===== config.mk =====
export PLATFORM = sky130hd
export DESIGN_NAME = bounded_set_operations_top_flat
export DESIGN_NICKNAME = d
export VERILOG_FILES = /design/src/bso_pkg.sv /design/src/bso_req_if.sv /design/src/bso_rsp_if.sv /design/src/bounded_set_operations_top.sv /design/src/bso_ram.sv /design/src/flat_wrapper.sv
export SDC_FILE = /design/constraint.sdc
export NUM_CORES = 2
export LEC_CHECK = 0
export BUFFER_PORTS_ARGS = -buffer_cell sky130_fd_sc_hd__buf_4
export CORE_MARGIN = 5
export CORE_UTILIZATION = 23
export CTS_CLUSTER_SIZE = 10
export DETAILED_ROUTE_END_ITERATION = 8
export MAX_ROUTING_LAYER = met4
export REMOVE_ABC_BUFFERS = 1
export SLEW_MARGIN = 10
export SYNTH_ARGS = -nofsm -noshare
export SYNTH_HDL_FRONTEND = slang
export SYNTH_SLANG_ARGS = --single-unit

===== constraint.sdc =====
create_clock -name clk -period 4.4 [get_ports clk]
set_input_delay 0.88 -clock clk [delete_from_list [all_inputs] [get_ports clk]]
set_output_delay 0.88 -clock clk [all_outputs]
set_load 0.01 [all_outputs]

===== src/bso_pkg.sv =====
`default_nettype none

package bso_pkg;

  localparam int ELEM_W   = 32;
  localparam int CMD_W    = 3;
  localparam int STATUS_W = 2;

  typedef enum logic [CMD_W-1:0] {
    CMD_CLEAR = 3'd0,
    CMD_ADD_A = 3'd1,
    CMD_ADD_B = 3'd2,
    CMD_UNION = 3'd3,
    CMD_INTER = 3'd4,
    CMD_DIFF  = 3'd5
  } cmd_t;

  typedef enum logic [STATUS_W-1:0] {
    ST_OK    = 2'd0,
    ST_FULL  = 2'd1,
    ST_TRUNC = 2'd2
  } status_t;

  // Sequencer states of the query engine.
  typedef enum logic [2:0] {
    S_IDLE,
    S_OREAD,
    S_OWAIT,
    S_SCAN,
    S_DECIDE,
    S_FINISH
  } state_t;

endpackage

`default_nettype wire


===== src/bso_req_if.sv =====
`default_nettype none

interface bso_req_if;
  logic                                 valid;
  logic                                 ready;
  logic [bso_pkg::CMD_W-1:0]            cmd;
  logic signed [bso_pkg::ELEM_W-1:0]    value;

  modport source (output valid, output cmd, output value, input ready);
  modport sink   (input valid, input cmd, input value, output ready);
endinterface

`default_nettype wire


===== src/bso_rsp_if.sv =====
`default_nettype none

interface bso_rsp_if;
  logic                                 valid;
  logic                                 ready;
  logic signed [bso_pkg::ELEM_W-1:0]    element;
  logic                                 has_element;
  logic                                 last;
  logic [bso_pkg::STATUS_W-1:0]         status;

  modport source (output valid, output element, output has_element, output last,
                  output status, input ready);
  modport sink   (input valid, input element, input has_element, input last,
                  input status, output ready);
endinterface

`default_nettype wire


===== src/bounded_set_operations_top.sv =====
`default_nettype none

// Bounded set operations over two lists A and B of signed 32-bit words, each
// holding up to SET_SIZE entries in its own on-chip memory. A request carries a
// command: clear both lists, append a value to A or B (duplicates are kept, a
// full list refuses with status FULL), or query the union, intersection or
// difference A minus B. Every request except an unknown command (codes 6 and 7,
// which are dropped silently) produces one or more responses; the final one has
// last set. Clear, append and an empty query give a single response with
// has_element low. A union longer than SET_SIZE is cut to its first SET_SIZE
// elements and the final response carries status TRUNC. The block handles one
// request at a time. Clear and append complete in the cycle that accepts them.
// A query walks an outer list and, for each outer element, reads it, waits for
// the registered read data, scans the inner list (none in the first pass of a
// union) one word per cycle through the memory read port, stopping at the first
// match, and then decides whether to keep it. A query also accepts the request,
// makes a closing read of the outer index and writes the final response, and a
// union switches from A to B between its passes. The worst case from one
// accepted request to the next is a union of two full lists where every element
// of B matches only the last word of A, with the response side always ready.
// Responses leave through an output register, and one further found element is
// held back in a pending register until it is known whether it closes the
// result. The scan stalls only when it keeps a new element while both the output
// register and the pending register are still occupied. The lists are written
// only while the block is idle and their read data is used only during a query,
// so no used read can meet a write to the same entry. List contents are
// undefined after reset; of the lists, only the counts are cleared.
module bounded_set_operations_top #(
  parameter int SET_SIZE = 16
) (
  input  wire logic clk,
  input  wire logic rst,
  bso_req_if.sink   req,
  bso_rsp_if.source rsp
);

  import bso_pkg::*;

  localparam int AW = $clog2(SET_SIZE);
  localparam int CW = $clog2(SET_SIZE + 1);

  // Control state.
  state_t           state, state_next;
  logic [CW-1:0]    count_a, count_a_next;
  logic [CW-1:0]    count_b, count_b_next;
  logic             pend_v, pend_v_next;
  logic             out_valid, out_valid_next;

  // Working registers of the query engine.
  logic [CW-1:0]             oi, oi_next;          // outer index
  logic [AW-1:0]             ij, ij_next;          // inner index
  logic [CW-1:0]             n, n_next;            // elements found so far
  logic signed [ELEM_W-1:0]  outer_val, outer_val_next;
  logic signed [ELEM_W-1:0]  pend, pend_next;      // found element not yet sent
  logic                      keep_r, keep_r_next;
  logic                      outer_b, outer_b_next;       // outer list is B
  logic                      union_first, union_first_next;
  logic                      inner_none, inner_none_next; // no inner scan
  logic                      keep_found, keep_found_next; // keep on a match

  // Output register.
  logic signed [ELEM_W-1:0]  out_elem, out_elem_next;
  logic                      out_has, out_has_next;
  logic                      out_last, out_last_next;
  status_t                   out_status, out_status_next;

  // Memory ports.
  logic                      we_a, we_b;
  logic [AW-1:0]             raddr_a, raddr_b;
  logic [ELEM_W-1:0]         rdata_a, rdata_b;

  // Combinational helpers.
  logic [CW-1:0]             outer_cnt, inner_cnt, ij_inc;
  logic                      o_more, i_more, slot_free, match;
  logic [AW-1:0]             outer_addr, inner_addr;
  logic signed [ELEM_W-1:0]  outer_data, inner_data;
  logic                      emit, emit_has, emit_last;
  logic signed [ELEM_W-1:0]  emit_elem;
  status_t                   emit_status;

  bso_ram #(.DEPTH(SET_SIZE), .WIDTH(ELEM_W)) u_ram_a (
    .clk   (clk),
    .we    (we_a),
    .waddr (count_a[AW-1:0]),
    .wdata (req.value),
    .raddr (raddr_a),
    .rdata (rdata_a)
  );

  bso_ram #(.DEPTH(SET_SIZE), .WIDTH(ELEM_W)) u_ram_b (
    .clk   (clk),
    .we    (we_b),
    .waddr (count_b[AW-1:0]),
    .wdata (req.value),
    .raddr (raddr_b),
    .rdata (rdata_b)
  );

  // The outer and inner lists always sit in different memories, so each
  // memory sees at most one read per cycle.
  assign outer_cnt  = outer_b ? count_b : count_a;
  assign inner_cnt  = inner_none ? '0 : (outer_b ? count_a : count_b);
  assign outer_data = outer_b ? rdata_b : rdata_a;
  assign inner_data = outer_b ? rdata_a : rdata_b;
  assign ij_inc     = CW'(ij) + CW'(1);
  assign o_more     = oi < outer_cnt;
  assign i_more     = ij_inc < inner_cnt;
  assign match      = inner_data == outer_val;
  assign slot_free  = !out_valid || rsp.ready;

  assign outer_addr = o_more ? oi[AW-1:0] : '0;
  assign inner_addr = (state == S_SCAN && i_more) ? ij + AW'(1) : '0;
  assign raddr_a    = outer_b ? inner_addr : outer_addr;
  assign raddr_b    = outer_b ? outer_addr : inner_addr;

  assign req.ready       = (state == S_IDLE) && slot_free;
  assign rsp.valid       = out_valid;
  assign rsp.element     = out_elem;
  assign rsp.has_element = out_has;
  assign rsp.last        = out_last;
  assign rsp.status      = out_status;

  always_comb begin
    state_next       = state;
    count_a_next     = count_a;
    count_b_next     = count_b;
    pend_v_next      = pend_v;
    oi_next          = oi;
    ij_next          = ij;
    n_next           = n;
    outer_val_next   = outer_val;
    pend_next        = pend;
    keep_r_next      = keep_r;
    outer_b_next     = outer_b;
    union_first_next = union_first;
    inner_none_next  = inner_none;
    keep_found_next  = keep_found;
    we_a             = 1'b0;
    we_b             = 1'b0;
    emit             = 1'b0;
    emit_elem        = '0;
    emit_has         = 1'b0;
    emit_last        = 1'b1;
    emit_status      = ST_OK;

    case (state)
      S_IDLE: begin
        if (req.valid && req.ready) begin
          oi_next          = '0;
          n_next           = '0;
          pend_v_next      = 1'b0;
          union_first_next = 1'b0;
          inner_none_next  = 1'b0;
          keep_found_next  = 1'b0;
          outer_b_next     = 1'b0;
          case (req.cmd)
            CMD_CLEAR: begin
              count_a_next = '0;
              count_b_next = '0;
              emit         = 1'b1;
            end
            CMD_ADD_A: begin
              emit = 1'b1;
              if (count_a < CW'(SET_SIZE)) begin
                we_a         = 1'b1;
                count_a_next = count_a + CW'(1);
              end else begin
                emit_status = ST_FULL;
              end
            end
            CMD_ADD_B: begin
              emit = 1'b1;
              if (count_b < CW'(SET_SIZE)) begin
                we_b         = 1'b1;
                count_b_next = count_b + CW'(1);
              end else begin
                emit_status = ST_FULL;
              end
            end
            CMD_UNION: begin
              // First pass copies A (no inner scan), second pass keeps B
              // elements missing from A.
              union_first_next = 1'b1;
              inner_none_next  = 1'b1;
              state_next       = S_OREAD;
            end
            CMD_INTER: begin
              outer_b_next    = !(count_a > count_b);
              keep_found_next = 1'b1;
              state_next      = S_OREAD;
            end
            CMD_DIFF: begin
              state_next = S_OREAD;
            end
            default: begin
            end
          endcase
        end
      end

      S_OREAD: begin
        if (o_more) begin
          state_next = S_OWAIT;
        end else if (union_first) begin
          union_first_next = 1'b0;
          inner_none_next  = 1'b0;
          outer_b_next     = 1'b1;
          oi_next          = '0;
        end else begin
          state_next = S_FINISH;
        end
      end

      S_OWAIT: begin
        outer_val_next = outer_data;
        ij_next        = '0;
        if (inner_cnt == '0) begin
          keep_r_next = !keep_found;
          state_next  = S_DECIDE;
        end else begin
          state_next = S_SCAN;
        end
      end

      S_SCAN: begin
        if (match) begin
          keep_r_next = keep_found;
          state_next  = S_DECIDE;
        end else if (i_more) begin
          ij_next = ij + AW'(1);
        end else begin
          keep_r_next = !keep_found;
          state_next  = S_DECIDE;
        end
      end

      S_DECIDE: begin
        if (!(keep_r && pend_v && !slot_free)) begin
          if (keep_r && pend_v && n == CW'(SET_SIZE)) begin
            // One more element than fits: the held one closes the result.
            emit        = 1'b1;
            emit_elem   = pend;
            emit_has    = 1'b1;
            emit_status = ST_TRUNC;
            pend_v_next = 1'b0;
            state_next  = S_IDLE;
          end else begin
            if (keep_r) begin
              if (pend_v) begin
                emit      = 1'b1;
                emit_elem = pend;
                emit_has  = 1'b1;
                emit_last = 1'b0;
              end
              pend_next   = outer_val;
              pend_v_next = 1'b1;
              n_next      = n + CW'(1);
            end
            oi_next    = oi + CW'(1);
            state_next = S_OREAD;
          end
        end
      end

      S_FINISH: begin
        if (slot_free) begin
          emit        = 1'b1;
          emit_elem   = pend_v ? pend : '0;
          emit_has    = pend_v;
          pend_v_next = 1'b0;
          state_next  = S_IDLE;
        end
      end

      default: begin
        state_next = S_IDLE;
      end
    endcase
  end

  always_comb begin
    out_valid_next  = out_valid;
    out_elem_next   = out_elem;
    out_has_next    = out_has;
    out_last_next   = out_last;
    out_status_next = out_status;
    if (emit) begin
      out_valid_next  = 1'b1;
      out_elem_next   = emit_elem;
      out_has_next    = emit_has;
      out_last_next   = emit_last;
      out_status_next = emit_status;
    end else if (rsp.ready) begin
      out_valid_next = 1'b0;
    end
  end

  always_ff @(posedge clk) begin
    if (rst) begin
      state     <= S_IDLE;
      count_a   <= '0;
      count_b   <= '0;
      pend_v    <= 1'b0;
      out_valid <= 1'b0;
    end else begin
      state     <= state_next;
      count_a   <= count_a_next;
      count_b   <= count_b_next;
      pend_v    <= pend_v_next;
      out_valid <= out_valid_next;
    end
  end

  always_ff @(posedge clk) begin
    oi          <= oi_next;
    ij          <= ij_next;
    n           <= n_next;
    outer_val   <= outer_val_next;
    pend        <= pend_next;
    keep_r      <= keep_r_next;
    outer_b     <= outer_b_next;
    union_first <= union_first_next;
    inner_none  <= inner_none_next;
    keep_found  <= keep_found_next;
    out_elem    <= out_elem_next;
    out_has     <= out_has_next;
    out_last    <= out_last_next;
    out_status  <= out_status_next;
  end

endmodule

`default_nettype wire


===== src/bso_ram.sv =====
`default_nettype none

// Single-port-write, single-port-read memory with a registered read.
module bso_ram #(
  parameter int DEPTH = 16,
  parameter int WIDTH = 32
) (
  input  wire logic                     clk,
  input  wire logic                     we,
  input  wire logic [$clog2(DEPTH)-1:0] waddr,
  input  wire logic [WIDTH-1:0]         wdata,
  input  wire logic [$clog2(DEPTH)-1:0] raddr,
  output logic      [WIDTH-1:0]         rdata
);

  logic [WIDTH-1:0] mem [DEPTH];

  always_ff @(posedge clk) begin
    if (we) begin
      mem[waddr] <= wdata;
    end
  end

  always_ff @(posedge clk) begin
    rdata <= mem[raddr];
  end

endmodule

`default_nettype wire


===== src/flat_wrapper.sv =====
// flat-port wrapper written by rule: the top's interface ports become plain ports
module bounded_set_operations_top_flat import bso_pkg::*;
#(
  parameter int SET_SIZE = 16
)
  (clk, rst, req_valid, req_cmd, req_value, req_ready, rsp_valid, rsp_element, rsp_has_element, rsp_last, rsp_status, rsp_ready);
  bso_req_if req_i ();
  bso_rsp_if rsp_i ();
  input  wire logic clk;
  input  wire logic rst;
  input wire logic [$bits(req_i.valid)-1:0] req_valid;
  input wire logic [$bits(req_i.cmd)-1:0] req_cmd;
  input wire logic [$bits(req_i.value)-1:0] req_value;
  output wire logic [$bits(req_i.ready)-1:0] req_ready;
  output wire logic [$bits(rsp_i.valid)-1:0] rsp_valid;
  output wire logic [$bits(rsp_i.element)-1:0] rsp_element;
  output wire logic [$bits(rsp_i.has_element)-1:0] rsp_has_element;
  output wire logic [$bits(rsp_i.last)-1:0] rsp_last;
  output wire logic [$bits(rsp_i.status)-1:0] rsp_status;
  input wire logic [$bits(rsp_i.ready)-1:0] rsp_ready;
  assign req_i.valid = req_valid;
  assign req_i.cmd = req_cmd;
  assign req_i.value = req_value;
  assign req_ready = req_i.ready;
  assign rsp_valid = rsp_i.valid;
  assign rsp_element = rsp_i.element;
  assign rsp_has_element = rsp_i.has_element;
  assign rsp_last = rsp_i.last;
  assign rsp_status = rsp_i.status;
  assign rsp_i.ready = rsp_ready;
  bounded_set_operations_top #(.SET_SIZE(SET_SIZE)) u_core (.clk(clk), .rst(rst), .req(req_i), .rsp(rsp_i));
endmodule

==> impl_metrics.toml <==
[outcome]
status = "complete, no violations"

[setup_path]
end_kind = "flop"
cp_data_arrival_time_ns = 4.66
reg2reg_depth = 14
cp_slowest_cell = "or4_1"
path_class = "flop to flop"
r2r-start = "u_core.ij[0]"
crit_buf_inv = 4
path_cells = "nand3_1 -> xor2_1 -> inv_1 -> ha_1 -> nand2_1 -> o21ai_0 -> nor3_1 -> buf_4 -> a32oi_4 -> buf_12 -> buf_12 -> mux2i_1 -> o22ai_1 -> or4_1"
path_max_fanout = 49
regToRegEndpoint = "u_core.u_ram_a.rdata[13]"
slowest_delay_ns = 0.52
critPathTopFamily = "buffers and inverters"
start_kind = "flop"
crit_top_cell = "buf_12"
worstPathRequired_ns = 5.02
r2r_setup_slack_ns = 0.36

[floorplanning]
io-pin-count = 77
num_rows = 166
die_w_um = 463
die_area_um2 = 214000
initial_core_util = 0.231
die_y_um = 463
coreArea_um2 = 204000

[power_and_ir_drop]
swShare = 0.273
clkPwrFrac = 0.360
ir_drop_mv = 0.387
p_leak_nw = 21.1
p_switching_mw = 8.26
p_int_mw = 22.0
pwr-share-comb = 0.185
p_seq_frac = 0.456
power.density_nw_per_um2 = 537

[cts]
htreeDepth = 4
cts_buffers = 142
root_buffer = "clkbuf_16"
cts_tree = "done"
clock_path_buffers = 3
clock-sinks = 1222
cts_resized = 0
cts_hold_buf = 0
postCtsSetupBuffers = 0
insertion_delay_ns = 0.76
clk_pin_slew_ns = 0.06

[finish]
layout-drive-gt1-share = 0.151
syn_to_final_growth_pct = 19.4
fillers = 20500
fin_nets = 2982
final_cells = 5714

[global_routing]
track_usage = 0.115
gr-total-overflow = 0
antenna_found_initial = 3
grt_pass1_vias = 24500
grt_pass1_wl_um = 177000
grt_start_max_net_pins = 61

[routing]
drt_iter0_markers = 2465
ant_nets = 0
wl_per_cell_um = 21.9
wl_met2_um = 57100
drtPass1Iterations = 5
routed_wl_um = 125000
drc_errors = 0
vias = 25400
via_per_inst = 4.44
met1_length_um = 56800
highest_layer = "met4"
dr_wl_met3_um = 7730

[logic_synthesis]
synthTopCellsByCount = "edfxtp_1, mux2i_1, o22ai_1"
syn_area_um2 = 47100
synth_seq_cells = 1222
syn_avg_cell_area_um2 = 17.4
yosys_warnings = 0
synth_top_area_share = 0.728
synth_cells = 2704
ys_seq_area_frac = 0.762
synth_most_common_cell = "edfxtp_1"
synthDistinctLibCells = 54
synth_area_leader_cell = "edfxtp_1"
synth_ff_type = "edfxtp_1"
synth_edf_count = 1143
postSynth.asyncResetShare = 0
synth_area_leaders = "edfxtp_1, mux2i_1, o22ai_1"

[timing]
fin_crit_ns = 4.04
hold_viol_final = 0
maxSlewViolCount = 0
setup-tns-final_ns = 0
setup_ws_ns = 0.359
slew_headroom = 0.283
whs_ns = 0.406
final.period_utilization = 0.918
tightest_slew_ns = 1.07
setup_violations = 0
finalClockSkew_ns = 0.0510
rsz0062_at_grt = "false"
max_freq_mhz = 247

[placement]
dp.cells = 5462
dp_hpwl_um = 74100
post-place-ws_ns = 0.431
numPortBuffers = 76
place.gp.congestion = 0.800

[min_path]
holdPathEnd = "u_core.count_a[2]"
hold_path_startpoint = "rst"
worstHoldPathType = "primary input to flop"
hold_path_depth = 2

[job]
cap_violations = 0
==> stage by stage <==
stage           util  instance area [µm²]  power, mW
2_1_floorplan      -                46400       18.1
3_3_place_gp   0.254                52000       19.5
3_5_place_dp   0.254                52000       19.6
4_1_cts        0.275                56300       30.5
5_1_grt        0.275                56300       31.3
6_report       0.276                56300       30.2
==> area by class of cell <==
class,count,area [µm²],area share
well taps,2688,3360,0.0597
multi-input cells,1326,10700,0.189
clock buffers,236,4040,0.0718
diodes,3,7.51,0.000133
clock inverters,13,256,0.00456
repair buffers,202,1990,0.0354
flip-flops and latches,1222,35900,0.638
inverters,24,90.1,0.00160
==> registers in the layout (all words and copies together) (netlist names), 2 cells and up <==
signal and count:
u_core.rsp.element 32, u_core.n 5, u_core.u_ram_a.rdata 32, u_core.ij 4
u_core.state 3, u_core.oi 5, u_core.u_ram_b.rdata 32, u_core.count_a 5
u_core.pend 32, u_core.rsp.status 2, u_core.count_b 5, u_core.u_ram_a.mem 512
u_core.outer_val 32, u_core.u_ram_b.mem 512
==> power groups by stage <==
stage | Sequential, mW | Combinational, mW | Clock [mW]
floorplan | 13.9 | 4.17 | 0
finish | 13.8 | 5.58 | 10.9
global route | 13.8 | 5.93 | 11.6
global placement | 14.0 | 5.51 | 0
detailed placement | 14.0 | 5.57 | 0
CTS | 13.8 | 5.59 | 11.1
==> cell usage in the layout (no fill, tap or decap), types with 3 or more instances in the layout <==
master | synthesis | layout
xnor2_1 | 37 | 37
xor2_1 | 6 | 6
o21ai_0 | 21 | 20
nand2_1 | 77 | 63
nand2b_1 | 5 | 5
o21a_1 | 4 | 4
or4_1 | 42 | 42
nor3_1 | 16 | 16
inv_1 | 23 | 22
a32o_1 | 6 | 6
buf_4 | 23 | 164
buf_12 | 0 | 38
and2_1 | 52 | 36
clkinv_16 | 0 | 5
clkbuf_16 | 0 | 146
nor4_1 | 9 | 9
clkbuf_1 | 24 | 85
nor2_1 | 105 | 87
nand2_2 | 2 | 16
edfxtp_1 | 1143 | 1143
a32oi_1 | 5 | 4
and2_2 | 0 | 16
nor2_4 | 0 | 18
ha_1 | 25 | 25
a21oi_1 | 14 | 14
nand4_1 | 7 | 7
o22ai_1 | 258 | 258
dfxtp_1 | 79 | 79
mux2_2 | 32 | 32
and3_1 | 10 | 10
mux2i_1 | 549 | 549
nor3b_1 | 4 | 4
nand3_1 | 10 | 10
nor2b_1 | 5 | 5
diode_2 | 0 | 3
inv_16 | 0 | 3
clkbuf_8 | 0 | 5
==> worst max-delay path by stage <==
stage                              start                       end  slack (ns)  cells past startpoint
after CTS                   u_core.ij[0]  u_core.u_ram_a.rdata[16]        0.41                     14
after detailed placement    u_core.ij[0]  u_core.u_ram_a.rdata[16]        0.43                     14
after global placement      u_core.ij[0]   u_core.u_ram_a.rdata[4]        0.49                     14
final                       u_core.ij[0]  u_core.u_ram_a.rdata[13]        0.36                     14
after global routing        u_core.ij[0]  u_core.u_ram_a.rdata[16]        0.19                     14
after floorplan           u_core.outer_b   u_core.u_ram_a.rdata[0]      -19.87                      5
==> cell families (layout without fill, tap and decap cells) <==
logic type | after synthesis | in the layout | synth area share
flip-flops | 1222 | 1222 | 0.762
other | 0 | 3 | 0
multiplexers | 583 | 583 | 0.125
buffers and inverters | 156 | 475 | 0.0170
AO/OA/AOI/OAI | 325 | 325 | 0.0443
AND/OR/NAND/NOR | 350 | 350 | 0.0376
XOR/XNOR | 43 | 43 | 0.00799
adder cells (fa/ha/maj) | 25 | 25 | 0.00664
==> layer usage <==
| metal | vias up | GRT usage |
|---|---|---|
| met5 | - | - |
| met4 | 0 | 0.0384 |
| met3 | 191 | 0.0200 |
| met2 | 824 | 0.174 |
| met1 | 13200 | 0.158 |
| li1 | 11100 | - |
(Power assumes the default switching activity.)
